### src/bsc_pkg.sv
// shared types, constants and checksum helpers for the bech32 string codec
`timescale 1ns / 1ps

package bsc_pkg;

    // default longest human-readable part
    localparam int HRP_MAX_DEF = 32;

    // depth of the queue between front and back
    localparam int QDEPTH = 2;

    // command codes on the input tuser
    localparam logic [1:0] CMD_HRP  = 2'd0;
    localparam logic [1:0] CMD_DATA = 2'd1;
    localparam logic [1:0] CMD_END  = 2'd2;

    // status codes on the final word
    localparam logic [2:0] ST_OK      = 3'd0;
    localparam logic [2:0] ST_SHORT   = 3'd1;
    localparam logic [2:0] ST_BADCHAR = 3'd2;
    localparam logic [2:0] ST_MIXED   = 3'd3;
    localparam logic [2:0] ST_BADSYM  = 3'd4;
    localparam logic [2:0] ST_CHKSUM  = 3'd5;
    localparam logic [2:0] ST_HRPLONG = 3'd6;

    // separator character
    localparam logic [7:0] SEP_CHAR = 8'h31;

    // bch generator terms
    localparam logic [29:0] GEN [5] = '{
        30'h3b6a57b2, 30'h26508e6d, 30'h1ea119fa, 30'h3d4233dd, 30'h2a1462b3
    };

    // symbol to character table
    localparam logic [7:0] CHARSET [32] = '{
        "q", "p", "z", "r", "y", "9", "x", "8",
        "g", "f", "2", "t", "v", "d", "w", "0",
        "s", "3", "j", "n", "5", "4", "k", "h",
        "c", "e", "6", "m", "u", "a", "7", "l"
    };

    // classified input word passed from front to back
    typedef struct packed {
        logic [1:0] kind;
        logic [7:0] lc;
        logic       range_bad;
        logic       is_upper;
        logic       is_lower;
        logic       enc_bad;
        logic [4:0] enc_sym;
        logic [7:0] enc_char;
        logic       dec_bad;
        logic [4:0] dec_sym;
    } op_t;

    // one polymod step
    function automatic logic [29:0] pm_step(input logic [29:0] c, input logic [4:0] v);
        logic [4:0]  top;
        logic [29:0] r;
        top = c[29:25];
        r   = {c[24:0], v};
        for (int j = 0; j < 5; j++)
        begin
            if (top[j])
            begin
                r = r ^ GEN[j];
            end
        end
        return r;
    endfunction

    // character to symbol, msb set when not in the charset
    function automatic logic [5:0] char_to_sym(input logic [7:0] c);
        logic [7:0] lc;
        logic [5:0] r;
        lc = (c inside {[8'h41:8'h5A]}) ? (c + 8'd32) : c;
        r  = 6'b100000;
        for (int i = 0; i < 32; i++)
        begin
            if (CHARSET[i] == lc)
            begin
                r = {1'b0, 5'(i)};
            end
        end
        return r;
    endfunction

endpackage

### src/bsc_front.sv
// front end: takes input words and classifies them for the back end
`timescale 1ns / 1ps

module bsc_front
    import bsc_pkg::*;
(
    input  logic       s_axis_tvalid,
    output logic       s_axis_tready,
    input  logic [7:0] s_axis_tdata,   // value
    input  logic [1:0] s_axis_tuser,   // cmd
    input  logic       q_full,
    output logic       q_push,
    output op_t        q_op
);

    logic [5:0] dec;

    // accept whenever the queue has room, reserved command is dropped
    assign s_axis_tready = !q_full;

    always_comb
    begin
        q_push = s_axis_tvalid && !q_full;
        case (s_axis_tuser)
            CMD_HRP, CMD_DATA, CMD_END: ;
            default: q_push = 1'b0;
        endcase
    end

    // classify the character both ways, back end picks by mode
    assign dec = char_to_sym(s_axis_tdata);

    always_comb
    begin
        q_op.kind      = s_axis_tuser;
        q_op.is_upper  = s_axis_tdata inside {[8'h41:8'h5A]};
        q_op.is_lower  = s_axis_tdata inside {[8'h61:8'h7A]};
        q_op.lc        = q_op.is_upper ? (s_axis_tdata + 8'd32) : s_axis_tdata;
        q_op.range_bad = !(s_axis_tdata inside {[8'd33:8'd126]});
        q_op.enc_bad   = |s_axis_tdata[7:5];
        q_op.enc_sym   = s_axis_tdata[4:0];
        q_op.enc_char  = CHARSET[s_axis_tdata[4:0]];
        q_op.dec_bad   = dec[5];
        q_op.dec_sym   = dec[5] ? 5'd0 : dec[4:0];
    end

endmodule

### src/bsc_queue.sv
// small fifo of classified words between front and back
`timescale 1ns / 1ps

module bsc_queue
    import bsc_pkg::*;
(
    input  logic clk,
    input  logic rst_n,
    input  logic push,
    input  op_t  push_op,
    output logic full,
    input  logic pop,
    output logic empty,
    output op_t  head
);

    localparam int QAW = (QDEPTH > 1) ? $clog2(QDEPTH) : 1;
    localparam int QCW = $clog2(QDEPTH + 1);

    op_t              ent_reg [QDEPTH];
    logic [QAW-1:0]   wr_ptr_reg;
    logic [QAW-1:0]   rd_ptr_reg;
    logic [QCW-1:0]   count_reg;

    assign full  = (count_reg == QCW'(QDEPTH));
    assign empty = (count_reg == '0);
    assign head  = ent_reg[rd_ptr_reg];

    // pointers and fill count
    always_ff @(posedge clk or negedge rst_n)
    begin
        if (!rst_n)
        begin
            wr_ptr_reg <= '0;
            rd_ptr_reg <= '0;
            count_reg  <= '0;
        end
        else
        begin
            if (push)
            begin
                wr_ptr_reg <= (wr_ptr_reg == QAW'(QDEPTH - 1)) ? '0 : wr_ptr_reg + 1'b1;
            end
            if (pop)
            begin
                rd_ptr_reg <= (rd_ptr_reg == QAW'(QDEPTH - 1)) ? '0 : rd_ptr_reg + 1'b1;
            end
            if (push && !pop)
            begin
                count_reg <= count_reg + 1'b1;
            end
            else if (pop && !push)
            begin
                count_reg <= count_reg - 1'b1;
            end
        end
    end

    // entry storage
    always_ff @(posedge clk)
    begin
        if (push)
        begin
            ent_reg[wr_ptr_reg] <= push_op;
        end
    end

endmodule

### src/bsc_back.sv
// back end: checksum, hrp buffer replay, symbol delay and result register
`timescale 1ns / 1ps

module bsc_back
    import bsc_pkg::*;
#(
    parameter int HRP_MAX = HRP_MAX_DEF
)
(
    input  logic       clk,
    input  logic       rst_n,
    input  logic       mode,
    input  logic       head_valid,
    input  op_t        head,
    output logic       pop,
    output logic       out_valid,
    input  logic       out_ready,
    output logic [7:0] out_value,
    output logic [2:0] out_status,
    output logic       out_last
);

    localparam int AW = (HRP_MAX > 1) ? $clog2(HRP_MAX) : 1;
    localparam int CW = $clog2(HRP_MAX + 1);
    localparam logic [CW-1:0] HMAX = CW'(HRP_MAX);

    typedef enum logic [5:0] {
        S_IDLE   = 6'b000001,
        S_BND    = 6'b000010,
        S_REPLAY = 6'b000100,
        S_SEP    = 6'b001000,
        S_PAD    = 6'b010000,
        S_EMIT   = 6'b100000
    } state_t;

    state_t        state_reg, state_next;
    logic [29:0]   acc_reg, acc_next;
    logic [CW-1:0] cnt_reg, cnt_next;
    logic [CW-1:0] idx_reg, idx_next;
    logic [CW-1:0] idx_inc;
    logic          in_data_reg, in_data_next;
    logic          up_reg, up_next;
    logic          low_reg, low_next;
    logic [2:0]    err_reg, err_next;
    logic [4:0]    dly_reg [6];
    logic [4:0]    dly_next [6];
    logic [2:0]    dcnt_reg, dcnt_next;
    logic [2:0]    step_reg, step_next;
    logic [2:0]    st_reg, st_next;
    logic [2:0]    st_calc;
    logic [29:0]   pad_acc;

    logic [4:0]    hrp_mem [HRP_MAX];
    logic [4:0]    rdata_reg;
    logic          mem_we;
    logic          rd_en;
    logic [AW-1:0] rd_addr;

    logic          out_valid_reg;
    logic [7:0]    out_value_reg;
    logic [2:0]    out_status_reg;
    logic          out_last_reg;
    logic          emit_ok;
    logic          emit;
    logic [7:0]    emit_value;
    logic [2:0]    emit_status;
    logic          emit_last;
    logic          do_clear;

    assign out_valid  = out_valid_reg;
    assign out_value  = out_value_reg;
    assign out_status = out_status_reg;
    assign out_last   = out_last_reg;
    assign emit_ok    = !out_valid_reg || out_ready;
    assign idx_inc    = idx_reg + 1'b1;
    assign pad_acc    = pm_step(acc_reg, 5'd0);

    // end-of-string status by priority
    always_comb
    begin
        if (up_reg && low_reg)
        begin
            st_calc = ST_MIXED;
        end
        else if (cnt_reg == '0 || (!mode && dcnt_reg < 3'd6))
        begin
            st_calc = ST_SHORT;
        end
        else if (err_reg != ST_OK)
        begin
            st_calc = err_reg;
        end
        else if (!mode && acc_reg != 30'd1)
        begin
            st_calc = ST_CHKSUM;
        end
        else
        begin
            st_calc = ST_OK;
        end
    end

    // sequencer
    always_comb
    begin
        state_next   = state_reg;
        acc_next     = acc_reg;
        cnt_next     = cnt_reg;
        idx_next     = idx_reg;
        in_data_next = in_data_reg;
        up_next      = up_reg;
        low_next     = low_reg;
        err_next     = err_reg;
        dly_next     = dly_reg;
        dcnt_next    = dcnt_reg;
        step_next    = step_reg;
        st_next      = st_reg;
        pop          = 1'b0;
        mem_we       = 1'b0;
        rd_en        = 1'b0;
        rd_addr      = '0;
        emit         = 1'b0;
        emit_value   = '0;
        emit_status  = ST_OK;
        emit_last    = 1'b0;
        do_clear     = 1'b0;

        case (state_reg)
            S_IDLE:
            begin
                if (head_valid)
                begin
                    case (head.kind)
                        CMD_HRP:
                        begin
                            if (in_data_reg)
                            begin
                                // hrp character after data: dropped
                                pop = 1'b1;
                                if (err_reg == ST_OK)
                                begin
                                    err_next = ST_BADCHAR;
                                end
                            end
                            else if (emit_ok)
                            begin
                                pop        = 1'b1;
                                emit       = 1'b1;
                                emit_value = head.lc;
                                up_next    = up_reg | head.is_upper;
                                low_next   = low_reg | head.is_lower;
                                if (err_reg == ST_OK)
                                begin
                                    if (head.range_bad)
                                    begin
                                        err_next = ST_BADCHAR;
                                    end
                                    else if (cnt_reg >= HMAX)
                                    begin
                                        err_next = ST_HRPLONG;
                                    end
                                end
                                if (cnt_reg < HMAX)
                                begin
                                    acc_next = pm_step(acc_reg, {2'b00, head.lc[7:5]});
                                    mem_we   = 1'b1;
                                    cnt_next = cnt_reg + 1'b1;
                                end
                            end
                        end
                        CMD_DATA, CMD_END:
                        begin
                            if (!in_data_reg)
                            begin
                                state_next = S_BND;
                            end
                            else if (head.kind == CMD_DATA)
                            begin
                                if (emit_ok)
                                begin
                                    pop = 1'b1;
                                    if (mode)
                                    begin
                                        // encode a symbol
                                        emit       = 1'b1;
                                        emit_value = head.enc_char;
                                        acc_next   = pm_step(acc_reg, head.enc_sym);
                                        if (err_reg == ST_OK && head.enc_bad)
                                        begin
                                            err_next = ST_BADSYM;
                                        end
                                    end
                                    else
                                    begin
                                        // decode a character, payload delayed six
                                        up_next  = up_reg | head.is_upper;
                                        low_next = low_reg | head.is_lower;
                                        acc_next = pm_step(acc_reg, head.dec_sym);
                                        if (err_reg == ST_OK && head.dec_bad)
                                        begin
                                            err_next = ST_BADCHAR;
                                        end
                                        if (dcnt_reg == 3'd6)
                                        begin
                                            emit       = 1'b1;
                                            emit_value = {3'b000, dly_reg[0]};
                                        end
                                        else
                                        begin
                                            dcnt_next = dcnt_reg + 1'b1;
                                        end
                                        for (int i = 0; i < 5; i++)
                                        begin
                                            dly_next[i] = dly_reg[i+1];
                                        end
                                        dly_next[5] = head.dec_sym;
                                    end
                                end
                            end
                            else if (mode)
                            begin
                                // encode end: pad the checksum
                                pop        = 1'b1;
                                st_next    = st_calc;
                                step_next  = '0;
                                state_next = S_PAD;
                            end
                            else if (emit_ok)
                            begin
                                pop         = 1'b1;
                                emit        = 1'b1;
                                emit_status = st_calc;
                                emit_last   = 1'b1;
                                do_clear    = 1'b1;
                            end
                        end
                        default:
                        begin
                            pop = 1'b1;
                        end
                    endcase
                end
            end
            S_BND:
            begin
                acc_next   = pad_acc;
                rd_en      = 1'b1;
                idx_next   = '0;
                state_next = S_REPLAY;
            end
            S_REPLAY:
            begin
                // fold buffered hrp low bits, one per cycle
                if (idx_reg < cnt_reg)
                begin
                    acc_next = pm_step(acc_reg, rdata_reg);
                    idx_next = idx_inc;
                    if (idx_inc < HMAX)
                    begin
                        rd_en   = 1'b1;
                        rd_addr = idx_inc[AW-1:0];
                    end
                end
                else
                begin
                    in_data_next = 1'b1;
                    state_next   = mode ? S_SEP : S_IDLE;
                end
            end
            S_SEP:
            begin
                if (emit_ok)
                begin
                    emit       = 1'b1;
                    emit_value = SEP_CHAR;
                    state_next = S_IDLE;
                end
            end
            S_PAD:
            begin
                if (step_reg == 3'd5)
                begin
                    acc_next   = pad_acc ^ 30'd1;
                    step_next  = '0;
                    state_next = S_EMIT;
                end
                else
                begin
                    acc_next  = pad_acc;
                    step_next = step_reg + 1'b1;
                end
            end
            S_EMIT:
            begin
                // checksum characters, most significant group first
                if (emit_ok)
                begin
                    emit       = 1'b1;
                    emit_value = CHARSET[acc_reg[29:25]];
                    acc_next   = {acc_reg[24:0], 5'd0};
                    if (step_reg == 3'd5)
                    begin
                        emit_status = st_reg;
                        emit_last   = 1'b1;
                        do_clear    = 1'b1;
                        state_next  = S_IDLE;
                    end
                    else
                    begin
                        step_next = step_reg + 1'b1;
                    end
                end
            end
            default:
            begin
                state_next = S_IDLE;
            end
        endcase

        // string finished: back to the empty string
        if (do_clear)
        begin
            acc_next     = 30'd1;
            cnt_next     = '0;
            in_data_next = 1'b0;
            up_next      = 1'b0;
            low_next     = 1'b0;
            err_next     = ST_OK;
            dcnt_next    = '0;
            step_next    = '0;
            for (int i = 0; i < 6; i++)
            begin
                dly_next[i] = '0;
            end
        end
    end

    // control and string state
    always_ff @(posedge clk or negedge rst_n)
    begin
        if (!rst_n)
        begin
            state_reg     <= S_IDLE;
            acc_reg       <= 30'd1;
            cnt_reg       <= '0;
            idx_reg       <= '0;
            in_data_reg   <= 1'b0;
            up_reg        <= 1'b0;
            low_reg       <= 1'b0;
            err_reg       <= ST_OK;
            dcnt_reg      <= '0;
            step_reg      <= '0;
            out_valid_reg <= 1'b0;
            for (int i = 0; i < 6; i++)
            begin
                dly_reg[i] <= '0;
            end
        end
        else
        begin
            state_reg   <= state_next;
            acc_reg     <= acc_next;
            cnt_reg     <= cnt_next;
            idx_reg     <= idx_next;
            in_data_reg <= in_data_next;
            up_reg      <= up_next;
            low_reg     <= low_next;
            err_reg     <= err_next;
            dcnt_reg    <= dcnt_next;
            step_reg    <= step_next;
            dly_reg     <= dly_next;
            if (emit)
            begin
                out_valid_reg <= 1'b1;
            end
            else if (out_ready)
            begin
                out_valid_reg <= 1'b0;
            end
        end
    end

    // result payload and end status
    always_ff @(posedge clk)
    begin
        st_reg <= st_next;
        if (emit)
        begin
            out_value_reg  <= emit_value;
            out_status_reg <= emit_status;
            out_last_reg   <= emit_last;
        end
    end

    // hrp low-bit buffer
    always_ff @(posedge clk)
    begin
        if (mem_we)
        begin
            hrp_mem[cnt_reg[AW-1:0]] <= head.lc[4:0];
        end
    end

    always_ff @(posedge clk)
    begin
        if (rd_en)
        begin
            rdata_reg <= hrp_mem[rd_addr];
        end
    end

endmodule

### src/bech32_string_codec_top.sv
// top level of the bech32 string codec
`timescale 1ns / 1ps

// Bech32 string codec. One string goes in as hrp characters (tuser 0), then
// data words (tuser 1), then an end word (tuser 2); tuser 3 words are
// dropped. Register 0 (mode) at address 0 picks decode (0) or encode (1).
// Input words land in a two-entry queue; the back end runs them through the
// polymod checksum and writes results into an output register, so input
// keeps flowing while the receiver stalls, until the queue fills. Hrp
// characters and data words are each handled in the idle state of the back
// end; words that give output wait while the output register cannot take
// one. The first data or end word of a string first passes the boundary and
// replay states, which replay the buffered hrp low bits from the buffer
// memory, and in encode the separator state. An encode end takes 6 padding
// steps of the checksum unit and then gives one word per checksum
// character; a decode end gives a single status word. The final word of a
// string has tlast set and carries the status. A stalled receiver holds the
// output register, which holds back the back end and then the queue.
// Reset empties the queue and output register, clears the string state and
// sets mode to decode.

module bech32_string_codec_top
    import bsc_pkg::*;
#(
    parameter int HRP_MAX = HRP_MAX_DEF
)
(
    input  logic        clk,
    input  logic        rst_n,
    input  logic        s_axis_tvalid,
    output logic        s_axis_tready,
    input  logic [7:0]  s_axis_tdata,   // [7:0] value
    input  logic [1:0]  s_axis_tuser,   // [1:0] cmd
    output logic        m_axis_tvalid,
    input  logic        m_axis_tready,
    output logic [15:0] m_axis_tdata,   // [7:0] value_res, [10:8] status, rest zero
    output logic        m_axis_tlast,
    input  logic        psel,
    input  logic        penable,
    input  logic        pwrite,
    input  logic [2:0]  paddr,
    input  logic [31:0] pwdata,
    output logic [31:0] prdata,
    output logic        pready
);

    logic       mode_reg;
    logic       q_push;
    logic       q_pop;
    logic       q_full;
    logic       q_empty;
    op_t        q_op;
    op_t        q_head;
    logic [7:0] res_value;
    logic [2:0] res_status;

    // configuration port
    assign pready = 1'b1;
    assign prdata = (paddr[2] == 1'b0) ? {31'd0, mode_reg} : 32'd0;

    always_ff @(posedge clk or negedge rst_n)
    begin
        if (!rst_n)
        begin
            mode_reg <= 1'b0;
        end
        else if (psel && penable && pwrite && pready && paddr[2] == 1'b0)
        begin
            mode_reg <= pwdata[0];
        end
    end

    // front end
    bsc_front u_front (
        .s_axis_tvalid (s_axis_tvalid),
        .s_axis_tready (s_axis_tready),
        .s_axis_tdata  (s_axis_tdata),
        .s_axis_tuser  (s_axis_tuser),
        .q_full        (q_full),
        .q_push        (q_push),
        .q_op          (q_op)
    );

    // queue
    bsc_queue u_queue (
        .clk     (clk),
        .rst_n   (rst_n),
        .push    (q_push),
        .push_op (q_op),
        .full    (q_full),
        .pop     (q_pop),
        .empty   (q_empty),
        .head    (q_head)
    );

    // back end
    bsc_back #(
        .HRP_MAX (HRP_MAX)
    ) u_back (
        .clk        (clk),
        .rst_n      (rst_n),
        .mode       (mode_reg),
        .head_valid (!q_empty),
        .head       (q_head),
        .pop        (q_pop),
        .out_valid  (m_axis_tvalid),
        .out_ready  (m_axis_tready),
        .out_value  (res_value),
        .out_status (res_status),
        .out_last   (m_axis_tlast)
    );

    assign m_axis_tdata = {5'd0, res_status, res_value};

    // checks
    a_push_room : assert property (@(posedge clk) disable iff (!rst_n)
        q_push |-> !q_full)
        else $error("queue written while full");

    a_pop_data : assert property (@(posedge clk) disable iff (!rst_n)
        q_pop |-> !q_empty)
        else $error("queue read while empty");

    a_status_last : assert property (@(posedge clk) disable iff (!rst_n)
        (m_axis_tvalid && !m_axis_tlast) |-> (m_axis_tdata[10:8] == ST_OK))
        else $error("status on a word that is not last");

endmodule

### config.mk
export PLATFORM = sky130hd
export DESIGN_NAME = bech32_string_codec_top
export DESIGN_NICKNAME = d
export VERILOG_FILES = /design/src/bsc_pkg.sv /design/src/bsc_front.sv /design/src/bsc_queue.sv /design/src/bsc_back.sv /design/src/bech32_string_codec_top.sv
export SDC_FILE = /design/constraint.sdc
export NUM_CORES = 1
export LEC_CHECK = 0
export ABC_AREA = 1
export BUFFER_PORTS_ARGS = -buffer_cell sky130_fd_sc_hd__clkbuf_2
export CAP_MARGIN = 20
export CORE_ASPECT_RATIO = 0.7
export CORE_MARGIN = 3
export CORE_UTILIZATION = 51
export CTS_CLUSTER_DIAMETER = 120
export DETAILED_ROUTE_END_ITERATION = 7
export PLACE_DENSITY = 0.66
export SLEW_MARGIN = 20
export SYNTH_ARGS = -nofsm -noshare
export SYNTH_HDL_FRONTEND = slang
export SYNTH_HIERARCHICAL = 1
export SYNTH_SLANG_ARGS = --single-unit
### constraint.sdc
create_clock -name clk -period 3.5 [get_ports clk]
set_input_delay 0.175 -clock clk [delete_from_list [all_inputs] [get_ports clk]]
set_output_delay 0.175 -clock clk [all_outputs]
set_load 0.02 [all_outputs]
# --- Word-level counts from Yosys, hierarchy flattened ---
# Memories as Yosys holds them, arrays and structs flattened. A register that Yosys moved wholly into a read port is not among the register bits.
# Cells that the tools add are included.
# Widths: inputs -> output; s select.
classes:
  reduce_logical: 57
  n_eq_ne: 88
  mux: 326
  n_lt_le_gt_ge: 13
  addsub: 9
  bitwise: 33
op_table:
  columns: ["cell", "count"]
  rows:
  - ["$mux 30", 127]
  - ["$mux 6", 51]
  - ["$eq 7x8->1 const A", 23]
  - ["$pmux 30 s5", 1]
  - ["$mux 29", 5]
  - ["$mux 3", 45]
  - ["$mux 8", 13]
  - ["$not 18->18", 5]
  - ["$not 17->17", 5]
  - ["$not 16->16", 5]
  - ["$eq 6x8->1 const A", 9]
  - ["$not 14->14", 5]
  - ["$not 13->13", 5]
  - ["$mux 1", 61]
  - ["$pmux 30 s2", 1]
  - ["$pmux 6 s6", 1]
  - ["$ne 30x1->1 const B", 1]
  - ["$ne 4x2->1 const B", 7]
  - ["$mux 5", 5]
  - ["$le 8x7->1 const B", 3]
  - ["$pmux 8 s3", 1]
  - ["$reduce_bool 2->1", 11]
  - ["$ne 3x1->1 const B", 7]
  - ["$ge 6x6->1 const B", 3]
  - ["56 further kinds", 126]
word_totals:
  mem_count: 4
  output_inout_bits: 52
  ramBits: 226
  romBits: 512
  regBits: 111
memory_table:
  columns: ["memory", "words", "width", "rd", "rd_clocked_by_memory_dff", "wr", "line", "source"]
  rows:
  - ["(no name shown)", 32, 8, 1, 0, 0, "bsc_back.sv:299", "emit_value = CHARSET[acc_reg[29:25]];"]
  - ["(no name shown)", 32, 8, 1, 0, 0, "bsc_front.sv:42", "q_op.enc_char = CHARSET[s_axis_tdata[4:0]];"]
  - ["u_back.hrp_mem", 32, 5, 1, 1, 1, "bsc_back.sv:53", "logic [4:0] hrp_mem [HRP_MAX];"]
  - ["u_queue.ent_reg", 2, 33, 1, 0, 1, "bsc_queue.sv:20", "op_t ent_reg [QDEPTH];"]

# --- Logic depth before layout (Yosys ltp) ---
# Gate-level depths: netlist of run 1.
# An unclocked memory read counts as a cell.
logic_depth:
  ltp_word: 47
  ltp_mapped: 20
  depth_no_buf: 18

# --- Hierarchy ---
# The synthesis of run 1 kept the hierarchy.
by_module_without_submodules:
  columns: ["mod", "seq_area_each_um2", "area_per_inst_um2", "cells_per_inst", "n_inst"]
  rows:
  - ["bsc_back", 7659.8, 13792.0, 1556, 1]
  - ["bsc_queue", 2082.0, 2740.1, 128, 1]
  - ["bsc_front", 0.0, 1199.9, 207, 1]
  - ["bech32_string_codec_top", 25.0, 355.3, 51, 1]

# --- Worst setup path before layout of run 1 ---
# OpenSTA, ideal clock, no wires.
synth_timing:
  kind: "register to register"
  startpoint: "reg u_queue.count_reg[1]"
  endpoint: "mem u_queue/ent_reg[0][0] in the netlist's numbering (enable)"
  path_buffers: 0
  stages_incl_launch_ff: 8
  t_arrival_ps: 2415
  setup_slack_ps: 662
  synth_period_minus_slack_ps: 2838
  cell_sequence: "dfrtp_1 > inv_1 > nor2_1 > inv_1 > nand2_1 > a21oi_1 > inv_1 > nor2_1"
synth_between:
  elab_chain_cells: 6
synth_lines:
  columns: ["item", "line", "source"]
  rows:
  - ["from (decl)", "bsc_queue.sv:23", "logic [QCW-1:0] count_reg;"]
  - ["from (signal assigned)", "bsc_queue.sv:50", "count_reg <= count_reg + 1'b1;"]
  - ["from (signal assigned)", "bsc_queue.sv:54", "count_reg <= count_reg - 1'b1;"]
  - ["$eq 2x2->1", "bsc_queue.sv:25", "assign full = (count_reg == QCW'(QDEPTH));"]
  - ["named net q_full", "bech32_string_codec_top.sv:50", "logic q_full;"]
  - ["$logic_not 1->1", null, null]
  - ["named net s_axis_tready", "bech32_string_codec_top.sv:31", "output logic s_axis_tready,"]
  - ["$logic_and 1x1->1", "bsc_front.sv:23", "q_push = s_axis_tvalid && !q_full;"]
  - ["$mux 1", "bsc_front.sv:24", "case (s_axis_tuser)"]
  - ["named net q_push", "bech32_string_codec_top.sv:48", "logic q_push;"]
  - ["$mux 1", "bsc_queue.sv:62", "if (push)"]
  - ["$mux 1 (implied by the code)", "bsc_queue.sv:64", "ent_reg[wr_ptr_reg] <= push_op;"]
  - ["to (decl)", "bsc_queue.sv:20", null]
# The timed path passes the listed nets, and every way through them passes these cells.

==> Flow_metrics.wiki, run 1 <==
{| class="wikitable"
! Metric !! Value
|-
| Critical path data arrival time || 3360 ps
|-
| Clock latency of the later-clocked register in the worst-skew pair || 530 ps
|-
| Least-Margin Pin Slew || 813.0 ps
|-
| Full die area || 37800 um2
|-
| Setup repair after global routing missed its margin || no
|-
| Most used flip-flop cell after synthesis || edfxtp_1
|-
| Cell area after synthesis || 18090 um2
|-
| Instance count along the most critical hold path || 1
|-
| # IOs || 104
|-
| Final net count || 2025
|-
| Number of maximum-capacitance violations || 0
|-
| Final period utilization || 0.9170
|-
| Post-layout instance count excluding filler cells || 2448
|-
| Time the worst path needs with I/O delays and setup || 3210 ps
|-
| Final hold violations || 0
|-
| DRC errors left || 0
|-
| Post-DR wirelength/cell || 17.59 um
|-
| Sum Neg Setup Slack || 0 ps
|-
| Number of warnings issued by yosys || 6
|-
| Setup violators final || 0
|-
| CTS tree || yes
|-
| Total core area || 34800 um2
|-
| EDFF count, synth || 246
|-
| Beginning of the worst register-to-register path || u_queue/rd_ptr_reg
|-
| Register-to-register setup slack || 290 ps
|-
| Clock edge transition at the registers on the reported setup and hold paths || 60 ps
|-
| Fmax || 311.6 MHz
|-
| Pins over their slew limit || 0
|-
| Reg power frac || 0.366
|-
| Wire length after detailed routing || 43060 um
|-
| Register area share after synthesis || 0.5400
|-
| Detailed-routing wirelength on met1 || 20390 um
|-
| Pwr Total || 0.01586 W
|-
| Overall Global Routing Usage || 0.2289
|-
| Starting DRC count in detailed routing || 1297
|-
| Max layer used || met4
|-
| Routed length on met3 || 3401 um
|-
| FFs w/ async S/R, synth || 0.2786
|-
| Power density over cell area || 809.0 nW/um2
|-
| Total inserted antenna cells || 0
|-
| Final HPWL from detailed placement || 28800 um
|-
| Startpoint types || register
|-
| Met2 wirelength from detailed routing || 18680 um
|-
| Reg2reg path depth || 9
|-
| Chip height || 163.6 um
|-
| Vias per std cell || 5.502
|-
| Maximum clock insertion buffer count || 3
|-
| Status || finished, final reports clean
|-
| Largest driver fanout on the critical path || 8
|-
| CTS Root Buffer Type || clkbuf_16
|-
| Worst Path Required || 3660 ps
|-
| Number of rows in the core area || 57
|-
| TritonRoute pass-1 iters || 5
|-
| Setup Skew || 14.51 ps
|-
| Remaining global-route overflow || 0
|-
| Layout Area Growth over Synthesis || 8.398%
|-
| Antenna violations before repair || 0
|-
| Area leader, netlist || edfxtp_1
|-
| Instance count of the mapped netlist || 1942
|-
| Initial core utilization || 0.5197
|-
| Placer Congestion || 0.9249
|-
| Count of different cell masters after synthesis || 66
|-
| Number of global-route vias before repair || 12870
|-
| Fraction of post-synthesis cell area in the top cell type by area || 0.4084
|-
| Maximum level of the CTS H-tree || 2
|-
| Cell internal pwr || 0.009571 W
|-
| Flip-flop count of the largest register, all copies and words added || 160
|-
| Hold Startpoint || s_axis_tdata[1]
|-
| Pin count of the biggest net entering global routing || 85
|-
| Number of cells in the design after placement || 2376
|-
| Combinational group share of total power || 0.399
|-
| Worst max-slew margin expressed relative to the limit || 0.4567
|-
| Worst min-delay path class || in -> reg
|-
| Switching power summed over all nets || 0.006290 W
|-
| Main area contributors after synthesis || edfxtp_1 41%, dfrtp_1 13%, nand2_1 12%
|-
| Total vias in the final route || 13470
|-
| Syn avg cell area || 9.314 um2
|-
| Post CTS Setup Buffer Count || 0
|-
| Synthesized flop and latch total || 341
|-
| Critical Path Sink Type || register
|-
| First-pass GRT wire length || 68900 um
|-
| Worst-case hold path end point || u_queue/ent_reg[0][24]
|-
| Die X-Extent || 231.1 um
|-
| Static leakage power || 8.334 nW
|-
| Layout cells sized above 1 || 0.1129
|-
| Clock power share || 0.234
|-
| Endpoint of the lowest-slack register-to-register path || u_back/hrp_mem[17][1]
|-
| Port-buffer cells || 33
|-
| Number of buffers inserted during clock tree synthesis || 36
|-
| # clock sinks || 341
|-
| Worst Path Class, Setup || reg -> reg
|-
| Maximum ir drop on the vdd rail || 0.6536 mV
|-
| Layout fillers || 3164
|-
| Antenna Violating Nets Remaining || 0
|-
| Switching Fraction || 0.3966
|}
[cells in the mapped netlist (all sizes together) (27+ instances only)]
master,number
nand2,579
nand4,27
buf,100
clkbuf,35
nand3,199
nor2,137
a21oi,62
dfrtp,93
o21ai,133
edfxtp,246
inv,132
xor2,27
mux2,33
[area by class of cell]
class,count,area [um2],area share
clock buffer,53,1047,0.05341
tap,472,590.6,0.03012
sequential,341,9768,0.4982
multi-input combinational,1365,7073,0.3608
clock inverter,13,103.9,0.005297
timing repair buffer,68,483.0,0.02463
inverter,136,540.5,0.02757
[through the flow]
step | worst slack [ps] | util | instance area (um2) | hold WS (ps)
after floorplan | 661.6 | - | 18220 | -120.6
after global placement | 440.1 | 0.5285 | 18400 | 172.3
after detailed placement | 387.6 | 0.5285 | 18400 | 170.9
after CTS | 368.7 | 0.5633 | 19610 | 38.93
after global routing | 144.5 | 0.5633 | 19610 | 54.62
final | 290.4 | 0.5633 | 19610 | 61.03
[worst max-delay path: stages (launching register included)]
cell     delay (ps)
dfrtp_2         430
mux2_4          310
inv_1            80
ha_1            240
inv_1           110
nor3_2          190
inv_1           100
nor3_2          310
nand2_1         470
nor2_1          590
[kinds of logic after synthesis]
kind of cell    count (synthesis)  share of synthesized area
other cells                     4                  0.0008299
xor+xnor                       49                    0.02373
fa+ha+maj                      25                    0.01729
mux                            34                    0.02712
buf+inv                       271                    0.07727
compound gates                237                    0.07250
flops                         341                     0.5400
simple gates                  981                     0.2413
[power by group through the flow]
| stage | clock network (W) | logic [W] | registers (W) |
|---|---|---|---|
| 6_report | 0.00372 | 0.00633 | 0.00581 |
| 4_1_cts | 0.00381 | 0.00626 | 0.00580 |
| 5_1_grt | 0.00397 | 0.00705 | 0.00589 |
| 3_5_place_dp | 0 | 0.00624 | 0.00588 |
| 2_1_floorplan | 0 | 0.00478 | 0.00572 |
| 3_3_place_gp | 0 | 0.00611 | 0.00585 |
[repair_timing]
item | in CTS | in global routing
endpoints found under the hold margin | 36 | 0
gates resized for setup | 0 | 0
hold buffers | 6 | 0
[cell usage in the layout, fill, tap and decap left out, drive strengths merged, types with 3 or more instances in the layout]
cell and n:
nand3b 4, nand2 579, o22ai 5, a21oi 62, nor4 10, a31oi 4, dfrtp 93, o221ai 3
dlygate4sd3 6, o211ai 5, o21ai 133, a22oi 4, clkbuf 85, xor2 27, inv 136, nand4 27
conb 39, buf 30, nor2 137, nor3 19, clkinv 10, o311ai 3, xnor2 22, a22o 4
nand3 199, ha 25, edfxtp 246, mux2 33
[routing by layer]
layer,vias to the layer above,global-route usage
li1,6490,-
met1,6449,0.3444
met2,479,0.3465
met3,52,0.04393
met4,0,0.04813
met5,-,0
[how the worst max path moves through the flow]
stage	from	to	slack (ps)	depth (start not counted)
2_1_floorplan	u_queue/count_reg[1]	u_queue/ent_reg[0][0]	660	7
3_3_place_gp	u_queue/rd_ptr_reg	u_back/hrp_mem[24][2]	440	9
3_5_place_dp	u_queue/rd_ptr_reg	u_back/hrp_mem[24][2]	390	9
4_1_cts	u_queue/rd_ptr_reg	u_back/hrp_mem[24][2]	370	9
5_1_grt	u_back/cnt_reg[3]	u_back/rdata_reg[0]	140	16
6_report	u_queue/rd_ptr_reg	u_back/hrp_mem[17][1]	290	9
(Power assumes the default switching activity.)
==> inputs of run 2 (changes only) <==
--- a/config.mk
+++ b/config.mk
@@ -11,6 +11,7 @@
 export CORE_ASPECT_RATIO = 0.7
 export CORE_MARGIN = 3
 export CORE_UTILIZATION = 51
+export CTS_BUF_LIST = sky130_fd_sc_hd__clkbuf_4
 export CTS_CLUSTER_DIAMETER = 120
 export DETAILED_ROUTE_END_ITERATION = 7
 export PLACE_DENSITY = 0.66
==> Flow_metrics.wiki, run 2 (synthesized netlist as in run 1, its figures left out) <==
{| class="wikitable"
! Metric !! Value
|-
| Worst Path Class, Setup || reg -> reg
|-
| Pin count of the biggest net entering global routing || 85
|-
| Layout cells sized above 1 || 0.1561
|-
| Final hold violations || 0
|-
| Port-buffer cells || 33
|-
| Worst Path Required || 3930 ps
|-
| Placer Congestion || 0.9249
|-
| Register-to-register setup slack || 300 ps
|-
| Number of buffers inserted during clock tree synthesis || 85
|-
| Number of maximum-capacitance violations || 0
|-
| PnR worst setup slack || 302.4 ps
|-
| Number of cells in the design after placement || 2376
|-
| Antenna violations before repair || 2
|-
| Instance count on the critical path || 9
|-
| Hold Startpoint || s_axis_tuser[1]
|-
| Fmax || 312.7 MHz
|-
| Least-Margin Pin Slew || 815.1 ps
|-
| Family with the most delay on the worst path || simple AND/OR/NAND/NOR gates
|-
| Final net count || 2087
|-
| Maximum ir drop on the vdd rail || 0.6839 mV
|-
| Most frequent standard cell in the layout excluding fill and tap cells || nand2_1
|-
| Instance count along the most critical hold path || 2
|-
| Clock latency of the later-clocked register in the worst-skew pair || 820 ps
|-
| Critical path data arrival time || 3620 ps
|-
| Layout fillers || 3196
|-
| Initial core utilization || 0.5197
|-
| Post-route worst hold slack || 150.8 ps
|-
| Reg2reg path depth || 9
|-
| Setup repair after global routing missed its margin || no
|-
| Largest driver fanout on the critical path || 8
|-
| Beginning of the worst register-to-register path || u_queue/rd_ptr_reg
|-
| Antenna Violating Nets Remaining || 0
|-
| Worst min-delay path class || in -> reg
|-
| Chip height || 163.6 um
|-
| Status || finished, final reports clean
|-
| Top cell by count, worst path || inv_1
|-
| Post-CTS resize count || 0
|-
| Vias per std cell || 5.419
|-
| Slowest cell on the critical path || nor2_1
|-
| CTS tree || yes
|-
| Final HPWL from detailed placement || 28800 um
|-
| Worst max-slew margin expressed relative to the limit || 0.4553
|-
| Time the worst path needs with I/O delays and setup || 3198 ps
|-
| Setup violators final || 0
|-
| Die X-Extent || 231.1 um
|-
| Layout Area Growth over Synthesis || 9.678%
|-
| Final period utilization || 0.9136
|-
| Post CTS Setup Buffer Count || 0
|-
| Flip-flop count of the largest register, all copies and words added || 160
|-
| Post-layout instance count excluding filler cells || 2556
|-
| # IOs || 104
|-
| CP Launch Point || u_queue/rd_ptr_reg
|-
| First-pass GRT wire length || 70540 um
|-
| Number of global-route vias before repair || 13410
|-
| TritonRoute pass-1 iters || 6
|-
| Static leakage power || 8.566 nW
|-
| Total core area || 34800 um2
|-
| Clock edge transition at the registers on the reported setup and hold paths || 70 ps
|-
| Sum Neg Setup Slack || 0 ps
|-
| DRC errors left || 0
|-
| Total vias in the final route || 13850
|-
| Critical Path Sink Type || register
|-
| Full die area || 37800 um2
|-
| Maximum clock insertion buffer count || 3
|-
| Wire length after detailed routing || 44210 um
|-
| Startpoint types || register
|-
| Remaining global-route overflow || 0
|-
| Cell breakdown of the critical path || mux2_4 -> inv_1 -> ha_1 -> inv_1 -> nor3_2 -> inv_1 -> nor3_2 -> nand2_1 -> nor2_1
|-
| Hold-fix buffer count after cts || 19
|-
| Most used cells in the layout excluding fill and tap cells || 562 x nand2_1, 246 x edfxtp_1, 190 x nand3_1
|-
| Overall Global Routing Usage || 0.2371
|-
| CTS Root Buffer Type || clkbuf_4
|-
| Combined buffer and inverter count along the critical path || 3
|-
| Pins over their slew limit || 0
|-
| Post-DR wirelength/cell || 17.30 um
|-
| Worst slack, placed || 387.6 ps
|-
| Setup Skew || 63.27 ps
|-
| Starting DRC count in detailed routing || 1278
|-
| Power density over cell area || 801.9 nW/um2
|-
| # clock sinks || 341
|-
| Number of rows in the core area || 57
|-
| Maximum level of the CTS H-tree || 3
|-
| Delay of the slowest cell on the worst path || 560 ps
|}
run 2: changes by cell type in the layout (fill, tap and decap cells not counted), sizes merged, moves of 2 or more:
cell / change
dlygate4sd3: +12
bufinv: +2
clkbuf: +94
diode: +2
inv: -2
run 2: through the flow:
step / utilization / area (um2) / power, W
finish: 0.5700 / 19840 / 0.01591
global route: 0.5700 / 19840 / 0.01704
CTS: 0.5699 / 19830 / 0.01594
detailed placement: 0.5285 / 18400 / 0.01212
global placement: 0.5285 / 18400 / 0.01196
floorplan: - / 18220 / 0.01050
run 2: area by class of cell:
type                    instances  area (um2)  share of cell area
clock buffers                 147        1104             0.05563
multi-input cells            1365        7073              0.3565
repair buffers                 81       623.1             0.03141
diodes                          2       5.005           0.0002523
inverters                     136       540.5             0.02725
flip-flops and latches        341        9768              0.4924
well taps                     472       590.6             0.02977
clock inverters                12       133.9            0.006749
run 2: per-layer routing:
layer / up-vias / GRT usage / part of all wire
met5: - / 0.01953 / 0.0022
met4: 2 / 0.07768 / 0.016
met3: 65 / 0.06346 / 0.082
met2: 480 / 0.3482 / 0.43
met1: 6621 / 0.3408 / 0.47
li1: 6683 / - / -
run 2: path summary, 6_finish.rpt:
| kind | end |
|---|---|
| worst min register to register | u_back/dly_reg[22] |
| worst min-delay path | u_queue/ent_reg[1][32] |
| max in group asynchronous | u_back/dly_reg[19] |
| worst max register to register | u_back/hrp_mem[25][3] |
| worst max-delay path | u_back/hrp_mem[25][3] |
| min in group asynchronous | u_back/acc_reg[8] |
run 2: power by group:
part	internal (W)	total (W)	switching, W
Clock	0.00210	0.00375	0.00165
Sequential	0.00529	0.00581	0.000522
Combinational	0.00213	0.00635	0.00422
==> inputs of run 3 (changes only) <==
--- a/config.mk
+++ b/config.mk
@@ -14,7 +14,7 @@
 export CTS_BUF_LIST = sky130_fd_sc_hd__clkbuf_4
 export CTS_CLUSTER_DIAMETER = 120
 export DETAILED_ROUTE_END_ITERATION = 7
-export PLACE_DENSITY = 0.66
+export PLACE_DENSITY_LB_ADDON = 0.1
 export SLEW_MARGIN = 20
 export SYNTH_ARGS = -nofsm -noshare
 export SYNTH_HDL_FRONTEND = slang
==> Flow_metrics.wiki, run 3 (synthesized netlist as in run 1, its figures left out) <==
{| class="wikitable"
! Metric !! Value
|-
| Worst Path Class, Setup || reg -> reg
|-
| Flip-flop count of the largest register, all copies and words added || 160
|-
| Initial core utilization || 0.5197
|-
| Most frequent standard cell in the layout excluding fill and tap cells || nand2_1
|-
| Layout Area Growth over Synthesis || 9.172%
|-
| Antenna violations before repair || 2
|-
| Pins over their slew limit || 0
|-
| CTS tree || yes
|-
| # IOs || 104
|-
| Largest driver fanout on the critical path || 8
|-
| Worst max-slew margin expressed relative to the limit || 0.3812
|-
| Setup repair after global routing missed its margin || no
|-
| Wire length after detailed routing || 45150 um
|-
| Maximum ir drop on the vdd rail || 0.5138 mV
|-
| GRT met3 Usage || 0.06206
|-
| Total vias in the final route || 13780
|-
| Post-CTS resize count || 0
|-
| Sum Neg Setup Slack || 0 ps
|-
| Time the worst path needs with I/O delays and setup || 3194 ps
|-
| Standard cell area after detailed placement || 18400 um2
|-
| Most used cells in the layout excluding fill and tap cells || 562 x nand2_1, 246 x edfxtp_1, 190 x nand3_1
|-
| Final net count || 2087
|-
| Clock power share || 0.226
|-
| Fmax || 313.1 MHz
|-
| Pin count of the biggest net entering global routing || 85
|-
| Setup violators final || 0
|-
| Critical Path Sink Type || register
|-
| Setup Skew || 53.51 ps
|-
| Met2 track demand over resource in global routing || 0.3394
|-
| Switching Fraction || 0.4053
|-
| TritonRoute pass-1 iters || 5
|-
| Design Area, Final || 19750 um2
|-
| Number of buffers inserted during clock tree synthesis || 88
|-
| Worst Path Required || 3900 ps
|-
| Post-DR wirelength/cell || 17.67 um
|-
| DRC errors left || 0
|-
| Switching power summed over all nets || 0.006371 W
|-
| Endpoint of the lowest-slack register-to-register path || u_back/hrp_mem[18][2]
|-
| Number of global-route vias before repair || 12940
|-
| Overall Global Routing Usage || 0.2396
|-
| Clock latency of the later-clocked register in the worst-skew pair || 780 ps
|-
| Layout cells sized above 1 || 0.1534
|-
| Worst min-delay path class || in -> async
|-
| Critical path data arrival time || 3600 ps
|-
| Number of maximum-capacitance violations || 0
|-
| Reg2reg path depth || 9
|-
| Total core area || 34800 um2
|-
| PnR worst setup slack || 305.7 ps
|-
| Combinational group share of total power || 0.404
|-
| Final hold violations || 0
|-
| Startpoint types || register
|-
| Register-to-register setup slack || 310 ps
|-
| Remaining global-route overflow || 0
|-
| Die X-Extent || 231.1 um
|-
| Top cell by count, worst path || inv_1
|-
| Final Core Density || 0.5674
|-
| Cell internal pwr || 0.009346 W
|-
| Reg power frac || 0.369
|-
| Static leakage power || 8.513 nW
|-
| Cell breakdown of the critical path || mux2_4 -> inv_1 -> ha_1 -> inv_1 -> nor3_2 -> inv_1 -> nor3_2 -> nand2_1 -> nor2_1
|-
| Vias per std cell || 5.394
|-
| Clock edge transition at the registers on the reported setup and hold paths || 70 ps
|-
| Slowest cell on the critical path || nor2_1
|-
| Final HPWL from detailed placement || 29690 um
|-
| Delay of the slowest cell on the worst path || 570 ps
|-
| First-pass GRT wire length || 70930 um
|-
| Post CTS Setup Buffer Count || 0
|-
| # clock sinks || 341
|-
| Placer Congestion || 0.9369
|-
| CTS Root Buffer Type || clkbuf_4
|-
| Worst slack, placed || 345.1 ps
|-
| Final period utilization || 0.9127
|-
| Chip height || 163.6 um
|-
| Beginning of the worst register-to-register path || u_queue/rd_ptr_reg
|-
| Power density over cell area || 795.9 nW/um2
|-
| Met1 Usage GRT || 0.3646
|-
| Global-route layer with the greatest usage || met1
|-
| Starting DRC count in detailed routing || 1408
|-
| Antenna Violating Nets Remaining || 0
|-
| Full die area || 37800 um2
|-
| Maximum clock insertion buffer count || 3
|-
| Status || finished, final reports clean
|-
| Number of rows in the core area || 57
|-
| Maximum level of the CTS H-tree || 3
|-
| Port-buffer cells || 33
|-
| Least-Margin Pin Slew || 928.3 ps
|}
[run 3: stage by stage]
| step | cells | hold slack, ps | total power (W) |
|---|---|---|---|
| after global routing | 2555 | 75.36 | 0.01689 |
| after floorplan | 1977 | -120.6 | 0.01050 |
| after CTS | 2552 | 37.58 | 0.01578 |
| after global placement | 2376 | 368.8 | 0.01203 |
| after detailed placement | 2376 | 369.0 | 0.01216 |
| final | 2555 | 86.44 | 0.01572 |
[run 3: timing repair]
action | 4_1_cts | 5_1_grt
hold buffers | 16 | 0
setup endpoints to repair | 0 | 0
endpoints found under the hold margin | 105 | 0
[run 3: power groups by stage]
stage	Combinational (W)	Sequential, W	Clock, W
after detailed placement	0.00628	0.00588	0
after floorplan	0.00478	0.00572	0
after global placement	0.00617	0.00586	0
after global routing	0.00711	0.00588	0.00390
after CTS	0.00633	0.00580	0.00366
final	0.00636	0.00580	0.00356
[run 3: worst max-delay path by stage]
| stage | from | endpoint | slack [ps] | cells past startpoint |
|---|---|---|---|---|
| after floorplan | u_queue/count_reg[1] | u_queue/ent_reg[0][0] | 660 | 7 |
| after global placement | u_queue/rd_ptr_reg | u_back/hrp_mem[27][1] | 420 | 9 |
| after detailed placement | u_queue/rd_ptr_reg | u_back/hrp_mem[27][4] | 350 | 9 |
| after CTS | u_queue/rd_ptr_reg | u_back/hrp_mem[18][2] | 320 | 9 |
| after global routing | u_queue/rd_ptr_reg | u_back/hrp_mem[27][3] | 70 | 9 |
| final | u_queue/rd_ptr_reg | u_back/hrp_mem[18][2] | 310 | 9 |
[run 3: routing by layer]
metal	vias up	routed length [um]
li1	6676	-
met1	6551	21530
met2	491	19120
met3	64	3835
met4	0	669
met5	-	0
[run 3: area by class of cell]
cell class | count | area, um2
diodes | 3 | 7.507
clock buffers | 146 | 1096
clock inverters | 14 | 87.58
fillers | 3215 | 15060
inverters | 136 | 540.5
multi-input cells | 1365 | 7073
flip-flops and latches | 341 | 9768
well taps | 472 | 590.6
repair buffers | 78 | 583.1
[run 3: critical path: cells and delay by family, from the launching register on]
kind / cells / cell delay (ps)
DFF: 1 / 430
buffers and inverters: 3 / 300
muxes: 1 / 310
adders and majority gates: 1 / 280
and+or+nand+nor: 4 / 1510
